## config.mk

```make
export PLATFORM = sky130hd
export DESIGN_NAME = char_lcd_nibble_writer
export DESIGN_NICKNAME = d
export VERILOG_FILES = /design/src/rtl/lcdnw_pkg.sv /design/src/rtl/lcdnw_front.sv /design/src/rtl/lcdnw_fifo.sv /design/src/rtl/lcdnw_back.sv /design/src/rtl/char_lcd_nibble_writer.sv
export SDC_FILE = /design/constraint.sdc
export NUM_CORES = 1
export LEC_CHECK = 0
export ABC_AREA = 1
export CAP_MARGIN = 10
export CORE_ASPECT_RATIO = 0.9
export CORE_MARGIN = 1.5
export CORE_UTILIZATION = 30
export CTS_CLUSTER_SIZE = 28
export DETAILED_ROUTE_END_ITERATION = 16
export DONT_BUFFER_PORTS = 1
export SLEW_MARGIN = 20
export SYNTH_ARGS = -nofsm -noshare
export SYNTH_HDL_FRONTEND = slang
export SYNTH_SLANG_ARGS = --single-unit
export TNS_END_PERCENT = 20
```

## constraint.sdc

```tcl
create_clock -name clk_i -period 4.6 [get_ports clk_i]
set_input_delay 0.23 -clock clk_i [delete_from_list [all_inputs] [get_ports clk_i]]
set_output_delay 0.23 -clock clk_i [all_outputs]
set_load 0.02 [all_outputs]
```

## src/rtl/lcdnw_pkg.sv

```systemverilog
// Shared types and constants for the character LCD nibble writer.
// No dependencies; imported by every module of the block.
`timescale 1ns / 1ps

package lcdnw_pkg;

  // operation codes on the func field
  localparam logic [2:0] FUNC_INIT    = 3'd0;
  localparam logic [2:0] FUNC_CMD     = 3'd1;
  localparam logic [2:0] FUNC_CHAR    = 3'd2;
  localparam logic [2:0] FUNC_POS     = 3'd3;
  localparam logic [2:0] FUNC_CLEAR   = 3'd4;
  localparam logic [2:0] FUNC_NEWLINE = 3'd5;

  // pause_before codes
  localparam logic [1:0] PAUSE_NONE    = 2'd0;
  localparam logic [1:0] PAUSE_POWERUP = 2'd1;
  localparam logic [1:0] PAUSE_PAGE    = 2'd2;

  // config register indexes
  localparam logic [7:0] REG_POWERUP = 8'd0;
  localparam logic [7:0] REG_SETTLE  = 8'd1;
  localparam logic [7:0] REG_PAGE    = 8'd2;
  localparam logic [7:0] REG_ENABLE  = 8'd3;

  // display command bytes
  localparam logic [7:0] CMD_CLEAR = 8'h01;
  localparam logic [7:0] CMD_HOME  = 8'h80;
  localparam logic [7:0] CMD_ROW2  = 8'hC0;
  localparam logic [7:0] POS_BASE  = 8'h80;
  localparam logic [7:0] POS_ROW2  = 8'h40;

  // transfer sequencer
  localparam int STEP_W     = 4;
  localparam int INIT_STEPS = 12;

  typedef enum logic [1:0] {
    KIND_INIT = 2'd0,
    KIND_CMD  = 2'd1,
    KIND_CHAR = 2'd2
  } kind_e;

  // one classified item, front to back
  typedef struct packed {
    kind_e      kind;
    logic [7:0] byte_val;
    logic       full_page;
    logic       row_change;
  } job_t;

endpackage

```

## src/rtl/lcdnw_front.sv

```systemverilog
// Front end: accepts items, tracks the cell count, classifies into jobs.
// Depends on lcdnw_pkg.
`timescale 1ns / 1ps

module lcdnw_front import lcdnw_pkg::*; #(
  parameter int ROW_CELLS = 16
) (
  input  logic       clk_i,
  input  logic       rst_ni,
  input  logic       in_valid_i,
  output logic       in_ready_o,
  input  logic [2:0] func_i,
  input  logic [7:0] data_byte_i,
  input  logic       row_i,
  input  logic [3:0] column_i,
  input  logic       fifo_full_i,
  output logic       push_o,
  output job_t       job_o
);

  localparam int CountMax = (2 * ROW_CELLS > ROW_CELLS + 15) ? 2 * ROW_CELLS : ROW_CELLS + 15;
  localparam int CW = $clog2(CountMax + 1);
  localparam logic [CW-1:0] RowCnt  = CW'(ROW_CELLS);
  localparam logic [CW-1:0] PageCnt = CW'(2 * ROW_CELLS);

  logic [CW-1:0] cell_count_q, cell_count_d;
  logic          accept;
  logic          known;

  assign in_ready_o = !fifo_full_i;
  assign accept     = in_valid_i && !fifo_full_i;
  assign push_o     = accept && known;

  always_comb begin
    job_o.kind       = KIND_CMD;
    job_o.byte_val   = data_byte_i;
    job_o.full_page  = 1'b0;
    job_o.row_change = 1'b0;
    cell_count_d     = cell_count_q;
    known            = 1'b1;
    unique case (func_i)
      FUNC_INIT: begin
        job_o.kind   = KIND_INIT;
        cell_count_d = '0;
      end
      FUNC_CMD: begin
      end
      FUNC_CHAR: begin
        job_o.kind       = KIND_CHAR;
        job_o.full_page  = (cell_count_q >= PageCnt);
        job_o.row_change = (cell_count_q < PageCnt) && (cell_count_q == RowCnt);
        cell_count_d     = (cell_count_q >= PageCnt) ? CW'(1) : cell_count_q + CW'(1);
      end
      FUNC_POS: begin
        job_o.byte_val = POS_BASE + {4'b0000, column_i} + (row_i ? POS_ROW2 : 8'h00);
        cell_count_d   = row_i ? RowCnt + CW'(column_i) : CW'(column_i);
      end
      FUNC_CLEAR: begin
        job_o.byte_val = CMD_CLEAR;
        cell_count_d   = '0;
      end
      FUNC_NEWLINE: begin
        job_o.byte_val = CMD_ROW2;
        cell_count_d   = RowCnt;
      end
      default: begin
        // unused codes: dropped, count untouched
        known = 1'b0;
      end
    endcase
  end

  always_ff @(posedge clk_i or negedge rst_ni) begin
    if (!rst_ni) begin
      cell_count_q <= '0;
    end else if (accept) begin
      cell_count_q <= cell_count_d;
    end
  end

  a_count_range: assert property (@(posedge clk_i) disable iff (!rst_ni)
    cell_count_q <= CW'(CountMax))
    else $error("cell count out of range");

endmodule

```

## src/rtl/lcdnw_fifo.sv

```systemverilog
// Short job queue between front and back ends.
// Depends on lcdnw_pkg for the job type.
`timescale 1ns / 1ps

module lcdnw_fifo import lcdnw_pkg::*; #(
  parameter int DEPTH = 4
) (
  input  logic clk_i,
  input  logic rst_ni,
  input  logic push_i,
  input  job_t job_i,
  output logic full_o,
  input  logic pop_i,
  output logic empty_o,
  output job_t job_o
);

  localparam int PW = (DEPTH > 1) ? $clog2(DEPTH) : 1;
  localparam int CNTW = $clog2(DEPTH + 1);
  localparam logic [PW-1:0] LastPtr = PW'(DEPTH - 1);

  job_t            mem_q [DEPTH];
  logic [PW-1:0]   wr_ptr_q, rd_ptr_q;
  logic [CNTW-1:0] count_q;

  assign full_o  = (count_q == CNTW'(DEPTH));
  assign empty_o = (count_q == '0);
  assign job_o   = mem_q[rd_ptr_q];

  always_ff @(posedge clk_i) begin
    if (push_i) begin
      mem_q[wr_ptr_q] <= job_i;
    end
  end

  always_ff @(posedge clk_i or negedge rst_ni) begin
    if (!rst_ni) begin
      wr_ptr_q <= '0;
      rd_ptr_q <= '0;
      count_q  <= '0;
    end else begin
      if (push_i) begin
        wr_ptr_q <= (wr_ptr_q == LastPtr) ? '0 : wr_ptr_q + PW'(1);
      end
      if (pop_i) begin
        rd_ptr_q <= (rd_ptr_q == LastPtr) ? '0 : rd_ptr_q + PW'(1);
      end
      unique case ({push_i, pop_i})
        2'b10:   count_q <= count_q + CNTW'(1);
        2'b01:   count_q <= count_q - CNTW'(1);
        default: count_q <= count_q;
      endcase
    end
  end

  a_no_overflow: assert property (@(posedge clk_i) disable iff (!rst_ni)
    full_o |-> !push_i || pop_i)
    else $error("push into full queue");

  a_no_underflow: assert property (@(posedge clk_i) disable iff (!rst_ni)
    empty_o |-> !pop_i)
    else $error("pop from empty queue");

endmodule

```

## src/rtl/lcdnw_back.sv

```systemverilog
// Back end: steps through the transfers of the head job, one per cycle unless
// the output stalls, into the output register. Depends on lcdnw_pkg.
`timescale 1ns / 1ps

module lcdnw_back import lcdnw_pkg::*; (
  input  logic       clk_i,
  input  logic       rst_ni,
  input  logic       empty_i,
  input  job_t       job_i,
  output logic       pop_o,
  output logic       out_valid_o,
  input  logic       out_ready_i,
  output logic [4:0] transfer_word_o,
  output logic [1:0] pause_before_o,
  output logic       settle_after_o,
  output logic       last_o
);

  // nibbles of the power-up sequence: 3,3,3,2 then 0x28 0x08 0x01 0x0F
  localparam logic [3:0] InitNib [INIT_STEPS] = '{
    4'h3, 4'h3, 4'h3, 4'h2, 4'h2, 4'h8, 4'h0, 4'h8, 4'h0, 4'h1, 4'h0, 4'hF
  };

  logic [STEP_W-1:0] step_q, step_d;
  logic [STEP_W-1:0] n_steps;
  logic [STEP_W-1:0] data_start;
  logic              load;
  logic              t_last;
  logic [4:0]        t_word;
  logic [1:0]        t_pause;
  logic              t_settle;
  logic [7:0]        cmd_byte;
  logic [3:0]        cmd_nib;
  logic [3:0]        dat_nib;

  logic              out_valid_q;
  logic [4:0]        word_q;
  logic [1:0]        pause_q;
  logic              settle_q;
  logic              last_q;

  assign load = !empty_i && (!out_valid_q || out_ready_i);

  always_comb begin
    n_steps    = STEP_W'(2);
    data_start = '0;
    cmd_byte   = job_i.byte_val;
    t_word     = '0;
    t_pause    = PAUSE_NONE;
    t_settle   = 1'b0;
    unique case (job_i.kind)
      KIND_INIT: begin
        n_steps  = STEP_W'(INIT_STEPS);
        t_word   = {1'b0, InitNib[step_q]};
        t_pause  = (step_q == '0) ? PAUSE_POWERUP : PAUSE_NONE;
        t_settle = (step_q < STEP_W'(4)) || step_q[0];
      end
      KIND_CHAR: begin
        n_steps    = STEP_W'(2) + (job_i.full_page ? STEP_W'(4) : '0)
                     + (job_i.row_change ? STEP_W'(2) : '0);
        data_start = n_steps - STEP_W'(2);
        if (job_i.full_page) begin
          cmd_byte = step_q[1] ? CMD_HOME : CMD_CLEAR;
        end else begin
          cmd_byte = CMD_ROW2;
        end
      end
      default: begin
        n_steps = STEP_W'(2);
      end
    endcase
    cmd_nib = step_q[0] ? cmd_byte[3:0] : cmd_byte[7:4];
    dat_nib = step_q[0] ? job_i.byte_val[3:0] : job_i.byte_val[7:4];
    if (job_i.kind == KIND_CMD) begin
      t_word   = {1'b0, cmd_nib};
      t_settle = step_q[0];
    end else if (job_i.kind == KIND_CHAR) begin
      if (step_q >= data_start) begin
        t_word = {1'b1, dat_nib};
      end else begin
        t_word   = {1'b0, cmd_nib};
        t_settle = step_q[0];
        t_pause  = (job_i.full_page && step_q == '0) ? PAUSE_PAGE : PAUSE_NONE;
      end
    end
    t_last = (step_q == n_steps - STEP_W'(1));
  end

  assign pop_o  = load && t_last;
  assign step_d = t_last ? '0 : step_q + STEP_W'(1);

  always_ff @(posedge clk_i or negedge rst_ni) begin
    if (!rst_ni) begin
      step_q      <= '0;
      out_valid_q <= 1'b0;
    end else begin
      if (load) begin
        step_q <= step_d;
      end
      if (load) begin
        out_valid_q <= 1'b1;
      end else if (out_ready_i) begin
        out_valid_q <= 1'b0;
      end
    end
  end

  always_ff @(posedge clk_i) begin
    if (load) begin
      word_q   <= t_word;
      pause_q  <= t_pause;
      settle_q <= t_settle;
      last_q   <= t_last;
    end
  end

  assign out_valid_o     = out_valid_q;
  assign transfer_word_o = word_q;
  assign pause_before_o  = pause_q;
  assign settle_after_o  = settle_q;
  assign last_o          = last_q;

  a_step_bound: assert property (@(posedge clk_i) disable iff (!rst_ni)
    step_q < STEP_W'(INIT_STEPS))
    else $error("transfer step beyond longest sequence");

  a_head_held: assert property (@(posedge clk_i) disable iff (!rst_ni)
    (step_q != '0) |-> !empty_i)
    else $error("job left the queue mid sequence");

endmodule

```

## src/rtl/char_lcd_nibble_writer.sv

```systemverilog
// Top level of the character LCD nibble writer: config registers, front end,
// job queue and transfer back end. Depends on lcdnw_pkg, lcdnw_front,
// lcdnw_fifo and lcdnw_back.
`timescale 1ns / 1ps

//  channel | direction | handshake             | payload
//  --------+-----------+-----------------------+--------------------------------------
//  in      | input     | in_valid_i/in_ready_o | func_i data_byte_i row_i column_i
//  out     | output    | out_valid_o/out_ready_i | transfer_word_o pause_before_o
//          |           |                       | settle_after_o last_o
//  cfg     | input     | cfg_valid_i/cfg_ready_o | cfg_index_i cfg_data_i
//
//  An input word is taken whenever the job queue has room, so words may
//  arrive back to back. The back end emits one transfer per cycle from its
//  output register while out_ready_i allows: an item makes 2 transfers
//  (command, character), 4 (character with row change), 6 (character with
//  page wrap) or 12 (init); the output port sets the sustained rate. Reset
//  clears the cell count, queue and sequencer. A stall on the output fills
//  the queue, then drops in_ready_o.

module char_lcd_nibble_writer import lcdnw_pkg::*; #(
  parameter int ROW_CELLS   = 16,
  parameter int QUEUE_DEPTH = 4
) (
  input  logic        clk_i,
  input  logic        rst_ni,
  input  logic        in_valid_i,
  output logic        in_ready_o,
  input  logic [2:0]  func_i,
  input  logic [7:0]  data_byte_i,
  input  logic        row_i,
  input  logic [3:0]  column_i,
  output logic        out_valid_o,
  input  logic        out_ready_i,
  output logic [4:0]  transfer_word_o,
  output logic [1:0]  pause_before_o,
  output logic        settle_after_o,
  output logic        last_o,
  input  logic        cfg_valid_i,
  output logic        cfg_ready_o,
  input  logic [7:0]  cfg_index_i,
  input  logic [31:0] cfg_data_i
);

  // Timing registers, written through the cfg port. No output of this block
  // carries them; pause_before and settle_after carry only wait codes.
  logic [31:0] powerup_wait_q;
  logic [31:0] cmd_settle_q;
  logic [31:0] page_hold_q;
  logic [15:0] enable_pulse_q;

  logic push;
  logic pop;
  logic fifo_full;
  logic fifo_empty;
  job_t job_in;
  job_t job_head;

  assign cfg_ready_o = 1'b1;

  always_ff @(posedge clk_i or negedge rst_ni) begin
    if (!rst_ni) begin
      powerup_wait_q <= 32'd600000;
      cmd_settle_q   <= 32'd125000;
      page_hold_q    <= 32'd60000000;
      enable_pulse_q <= 16'd30;
    end else if (cfg_valid_i) begin
      unique case (cfg_index_i)
        REG_POWERUP: powerup_wait_q <= cfg_data_i;
        REG_SETTLE:  cmd_settle_q   <= cfg_data_i;
        REG_PAGE:    page_hold_q    <= cfg_data_i;
        REG_ENABLE:  enable_pulse_q <= cfg_data_i[15:0];
        default: begin
          // unknown index: ignored
        end
      endcase
    end
  end

  lcdnw_front #(
    .ROW_CELLS(ROW_CELLS)
  ) u_front (
    .clk_i       (clk_i),
    .rst_ni      (rst_ni),
    .in_valid_i  (in_valid_i),
    .in_ready_o  (in_ready_o),
    .func_i      (func_i),
    .data_byte_i (data_byte_i),
    .row_i       (row_i),
    .column_i    (column_i),
    .fifo_full_i (fifo_full),
    .push_o      (push),
    .job_o       (job_in)
  );

  lcdnw_fifo #(
    .DEPTH(QUEUE_DEPTH)
  ) u_fifo (
    .clk_i   (clk_i),
    .rst_ni  (rst_ni),
    .push_i  (push),
    .job_i   (job_in),
    .full_o  (fifo_full),
    .pop_i   (pop),
    .empty_o (fifo_empty),
    .job_o   (job_head)
  );

  lcdnw_back u_back (
    .clk_i           (clk_i),
    .rst_ni          (rst_ni),
    .empty_i         (fifo_empty),
    .job_i           (job_head),
    .pop_o           (pop),
    .out_valid_o     (out_valid_o),
    .out_ready_i     (out_ready_i),
    .transfer_word_o (transfer_word_o),
    .pause_before_o  (pause_before_o),
    .settle_after_o  (settle_after_o),
    .last_o          (last_o)
  );

endmodule

```

==> results of run 1 <==
==> synthesized netlist by cell type, drive strengths merged, types with 4 or more instances <==
master,number
ha,17
nand4,4
xor2,7
o22ai,7
edfxtp,57
dfrtp,18
inv,50
nor2,43
a21oi,8
nand3,31
buf,10
o21ai,35
nand2,95
a31oi,4
nor3,4
==> path summary, 6_finish.rpt <==
kind                                                 from                             endpoint  depth (start not counted)
setup / recovery           u_fifo.rd_ptr_q[0]$_DFFE_PN0P_        u_fifo.count_q[2]$_DFFE_PN0P_                         20
max in group asynchronous                          rst_ni         u_back.step_q[2]$_DFFE_PN0P_                          1
hold reg to reg             u_fifo.count_q[0]$_DFFE_PN0P_        u_fifo.count_q[0]$_DFFE_PN0P_                          1
hold / removal                                column_i[1]  u_front.cell_count_q[1]$_DFFE_PN0P_                          2
min in group asynchronous                          rst_ni        u_fifo.count_q[2]$_DFFE_PN0P_                          1
setup reg to reg           u_fifo.rd_ptr_q[0]$_DFFE_PN0P_        u_fifo.count_q[2]$_DFFE_PN0P_                         20
==> routing by layer <==
layer,share of wire,GRT usage,vias up
met4,0.019,0.0391,0
met2,0.45,0.197,75
li1,-,-,1368
met1,0.48,0.170,1285
met5,0,0,-
met3,0.048,0.0379,14
==> registers in the layout (all words and copies together) (netlist names) <==
| register | flops |
|---|---|
| u_back.pause_before_o | 2 |
| u_back.out_valid_o | 1 |
| u_fifo.rd_ptr_q | 2 |
| u_back.settle_after_o | 1 |
| u_fifo.count_q | 3 |
| u_back.last_o | 1 |
| u_front.cell_count_q | 6 |
| u_back.step_q | 4 |
| u_back.transfer_word_o | 5 |
| u_fifo.mem_q | 48 |
| u_fifo.wr_ptr_q | 2 |
==> power breakdown <==
group	switching, uW	internal [uW]	total, uW
Sequential	199	945	1140
Clock	268	382	650
Combinational	802	414	1220
Total	1270	1740	3010
==> stage by stage <==
step | power, uW | hold WS (ps) | setup WS [ps] | instance area [sq um]
after global routing | 3270 | 95.4 | 375 | 4390
after CTS | 3030 | 62.9 | 733 | 4390
after global placement | 2330 | -65.0 | 842 | 4090
after detailed placement | 2370 | -65.0 | 740 | 4090
final | 3010 | 69.7 | 743 | 4390
after floorplan | 2100 | -65.6 | 1350 | 3930
==> cell type report <==
class                   count  area (sq um)
fillers                  1276          8350
flip-flops and latches     75          2160
multi-input cells         267          1480
clock buffers              11           243
well taps                 164           205
inverters                  50           195
repair buffers              8          65.1
clock inverters             5          36.3
==> logic make-up after synthesis <==
kind of cell	Yosys count	synth area share
AOI/OAI and AO/OA	61	0.0928
xor gates and xnor gates	8	0.0179
adders and majority gates	18	0.0593
buffers and inverters	62	0.0720
DFF	75	0.551
other	1	0.000955
and+or+nand+nor	179	0.206
==> cell usage in the layout (no fill, tap or decap), drive strengths merged, types with 6 or more instances in the layout <==
master,n
nand3,31
edfxtp,57
ha,17
nand2,95
clkbuf,11
o21ai,35
xor2,7
dfrtp,18
inv,52
a21oi,8
buf,6
o22ai,7
nor2,43
==> worst max-delay path: stages, from the launching register on <==
cell and delay, ps:
dfrtp_1 720, buf_4 310, nand2_1 70, nand3_1 80
and2_4 190, ha_1 230, o21ai_0 170, ha_1 270
nand2_1 70, nand2_1 50, nor2_1 140, inv_1 50
a21oi_1 150, nand3_2 120, inv_2 110, ha_1 140
inv_1 60, fa_1 380, a21oi_1 140, o21ai_0 110
xor2_1 160
==> timing repair <==
action	CTS	global route
hold buffers	2	0
endpoints found under the hold margin	19	0
gates resized for setup	0	0
==> out/results.tsv, run 1 <==
metric	value	unit
hold crit path type	in2reg	
Placed Instances	562	
clk slew on worst S/H paths	60	ps
Inserted Diodes	0	
Global Route Usage Sum	0.127	
Yosys Warn Count	0	
Port Buf Inserts	0	
clock latency on the worst-skew pair	330	ps
max cap viols	0	
GPL Wtd Cong	0.808	
library cells used by synthesis	40	
Post-CTS Setup Bufs	0	
largest net degree at the start of global routing	26	
drt pass-1 iters	4	
number of synthesized flops with an enable pin	57	
Mapped Area	3930	sq um
Area Overhead vs Synth	11.8	%
non-filler cells, final	580	
grt total ovfl	0	
status	finished, final reports clean	
Tightest Pin Transition	1000	ps
Fmax	259	MHz
Final Hold Viols	0	
Mean Syn Cell Area	9.72	sq um
final setup vio count	0	
Util after Layout	0.345	
maximum VDD drop	0.000249	V
post-synth net total	483	
initial antenna violation count	0	
Slew HR	0.327	
Crit. End Element	flop	
Routed Antenna Nets	0	
Arr. time, crit path	4070	ps
Total Nets Final	490	
DRC errors left	0	
Async S/R FF share, synth	0.240	
initial core utilization	0.308	
vias in the first global route	2714	
Post-Route WL	7980	microns
Post-synth top flop	edfxtp_1	
first-pass GRT wire length	13400	microns
R2R Setup Slk	740	ps
fin crit share	0.838	
Top-Level Pins	73	
die area	13800	sq um
via count	2742	
final clock skew	6.52	ps
largest cells by area after synthesis	edfxtp_1 (44%), dfrtp_1 (11%), nand2_1 (8.3%), ha_1 (5.4%), inv_1 (4.1%)	
Die H	112	microns
1st-iter DRT viols	193	
Clock Tree Buf Depth	2	
drt via density	4.73	
max-slew violations	0	
H-tree Lvls	3	
CTS buffer count	9	
unrepaired setup endpoints after global routing	false	
CTS tree	built	
Seq cells post-synth	75	
clock root buffer	clkbuf_16	
setup_tns	0	ps
Yosys top cell area share	0.436	
PD cells	686	nW/um^2
area leader, netlist	edfxtp_1	
Site Rows	39	
area of the core	12700	sq um
Final Critical Period	3860	ps
Crit path required time	4810	ps
dpl hpwl	5740	microns
Worst Setup Start Kind	flop	
die width	124	microns
Synth Instances	404	
TritonCTS Sinks	75	
drt wl/cell	13.8	microns
Leak	0.00183	uW
register area share after synthesis	0.551	
critical path type	reg2reg	
crit path max fanout	15	
layout cell share with drive strength beyond 1	0.120	
(Power assumes the default switching activity.)
==> run 2: changes to the inputs <==
- ABC_AREA: 1 -> 0
- clock period: 4.6 -> 3.3 ns (I/O delays scaled with it)
==> run 2 against run 1 <==
  * The flow now finishes with violations (setup timing)
  * First-iteration DRC count is 1.0% higher
  * Clock skew about the same
  * Cell count is 15% lower
  * Combinational power is 27% higher
  * Design area is 2.8% higher
  * Sequential power is 35% higher
  * Worst setup slack worse by 820 ps
  * Register-to-register slack worse by 820 ps
  * Synthesized cell count is 24% lower
  * Hold slack worse by 41 ps
  * Critical endpoint unchanged
  * Largest cell class unchanged
  * Largest power group unchanged
==> out/results.tsv, run 2 <==
metric	value	unit
Final Hold Viols	0	
r2r startpoint	u_fifo.rd_ptr_q[0]$_DFFE_PN0P_	
via count	2379	
Synth Instances	309	
Crit. End Element	flop	
Routed Antenna Nets	0	
initial antenna violation count	0	
Mean Syn Cell Area	12.5	sq um
Total Nets Final	401	
status	complete, but fails checks	
Port Buf Inserts	0	
fin crit share	1.02	
die width	123	microns
maximum VDD drop	0.000329	V
CTS buffer count	9	
Seq cells post-synth	75	
fin area	4510	sq um
vias in the first global route	2470	
Inserted Diodes	0	
max reg flops	48	
Clock Tree Buf Depth	2	
first-pass GRT wire length	12600	microns
hold crit path type	in2reg	
die area	13500	sq um
H-tree Lvls	3	
critical path type	reg2reg	
Post-synth top flop	edfxtp_1	
Arr. time, crit path	3600	ps
Crit path required time	3520	ps
R2R Setup Slk	-80	ps
register bank with the most flops	u_fifo.mem_q	
largest net degree at the start of global routing	20	
area leader, netlist	edfxtp_1	
crit path max fanout	4	
clock root buffer	clkbuf_16	
Global Route Usage Sum	0.122	
Mapped Area	3860	sq um
DRC errors left	0	
Worst R2R Path Depth	16	
Final Critical Period	3380	ps
Die H	111	microns
drt wl/cell	15.5	microns
final setup vio count	1	
Util after Layout	0.357	
library cells used by synthesis	46	
Tightest Pin Transition	946	ps
area of the core	12600	sq um
Cell Area, Placed	4120	sq um
initial core utilization	0.305	
overall power	4250	uW
Async S/R FF share, synth	0.240	
most frequent cells in the layout	edfxtp_1 (57), nand2_1 (31), inv_1 (18)	
Top-Level Pins	73	
register area share after synthesis	0.560	
PD cells	941	nW/um^2
count leader, synth	edfxtp_1	
Post-Route WL	7630	microns
dpl hpwl	5420	microns
drt pass-1 iters	4	
max cap viols	0	
Leak	0.00170	uW
CTS tree	built	
top cells by count, synth	edfxtp_1 (57), nand2_1 (31), inv_1 (19)	
Slew HR	0.367	
crit path capture	u_fifo.count_q[2]$_DFFE_PN0P_	
Yosys Warn Count	0	
Fmax	296	MHz
final clock skew	6.80	ps
Worst Setup Start Kind	flop	
post-synth net total	388	
number of synthesized flops with an enable pin	57	
drt via density	4.85	
unrepaired setup endpoints after global routing	true	
layout cell share with drive strength beyond 1	0.190	
clk slew on worst S/H paths	60	ps
clock latency on the worst-skew pair	340	ps
Final Hold Slack	28.7	ps
Yosys top cell area share	0.444	
grt total ovfl	0	
Site Rows	39	
commonest non-fill, non-tap cell in the layout	edfxtp_1	
Final WS setup	-76.2	ps
max-slew violations	0	
failing checks	setup timing	
Area Overhead vs Synth	16.9	%
1st-iter DRT viols	195	
TritonCTS Sinks	75	
largest cells by area after synthesis	edfxtp_1 (44%), dfrtp_1 (12%), mux4_2 (7.0%), ha_1 (5.5%), nand2_1 (3.0%)	
GPL Wtd Cong	0.811	
RR Endpoint	u_fifo.count_q[2]$_DFFE_PN0P_	
CP startpoint	u_fifo.rd_ptr_q[0]$_DFFE_PN0P_	
==> run 2: repair_timing <==
item                                   CTS  global route
setup buffers                            2             0
endpoints found under the hold margin   19             0
pin swaps                                4             0
gates resized for setup                  2             2
hold buffers                             2             0
setup endpoints to repair                3             7
==> run 2: worst max-delay path, cell delays in order, from the launching register on <==
cell	delay (ps)
dfrtp_2	410
mux4_2	560
ha_4	280
inv_1	40
a21o_1	150
ha_1	190
xnor2_1	140
xnor2_1	180
nor4b_4	300
nand2_2	100
inv_2	70
ha_4	120
inv_1	50
fa_2	330
xor2_1	150
nor2_1	70
xor2_1	150
==> run 2: cells by family after synthesis <==
logic type | after synthesis | synth area share
mux | 21 | 0.0970
xor+xnor | 9 | 0.0204
flops | 75 | 0.560
other cells | 1 | 0.000972
fa+ha+maj | 18 | 0.0603
buf+inv | 37 | 0.0409
simple gates | 88 | 0.115
compound gates | 60 | 0.105
==> run 2: final cells by class <==
cell class	count	area [sq um]
fillers	1198	8130
repair buffers	18	144
well taps	164	205
inverters	21	78.8
clock inverters	5	108
clock buffers	11	243
flip-flops and latches	75	2160
multi-input cells	197	1570
==> run 2: worst min path at each step <==
stage	from	to	slack [ps]	cells past startpoint
after floorplan	rst_ni	u_back.out_valid_o$_DFFE_PN0P_	-130	0
final	column_i[2]	u_front.cell_count_q[2]$_DFFE_PN0P_	30	2
after detailed placement	rst_ni	u_front.cell_count_q[0]$_DFFE_PN0P_	-130	0
after global placement	rst_ni	u_front.cell_count_q[1]$_DFFE_PN0P_	-130	0
after CTS	column_i[3]	u_front.cell_count_q[3]$_DFFE_PN0P_	30	2
after global routing	column_i[2]	u_front.cell_count_q[2]$_DFFE_PN0P_	50	2
==> run 2: through the flow <==
step                worst slack (ps)  TNS (ps)  std cells
global route                    -305      -507        491
global placement               -89.8      -107        471
detailed placement              -174      -249        471
floorplan                       -192      -290        309
finish                         -76.2     -76.2        491
CTS                            -86.9     -98.7        491
==> run 2: where the power goes <==
part | internal (uW) | switching, uW | leakage (uW) | total, uW
sequential | 1310 | 236 | 0.000749 | 1540
clock | 765 | 390 | 0.000171 | 1150
combinational | 734 | 816 | 0.000785 | 1550
==> run 2: per-layer routing <==
metal	global-route usage	up-vias	part of all wire
li1	-	1158	-
met2	0.195	51	0.46
met1	0.158	1158	0.47
met4	0.0333	0	0.016
met3	0.0424	12	0.051
met5	0	-	0
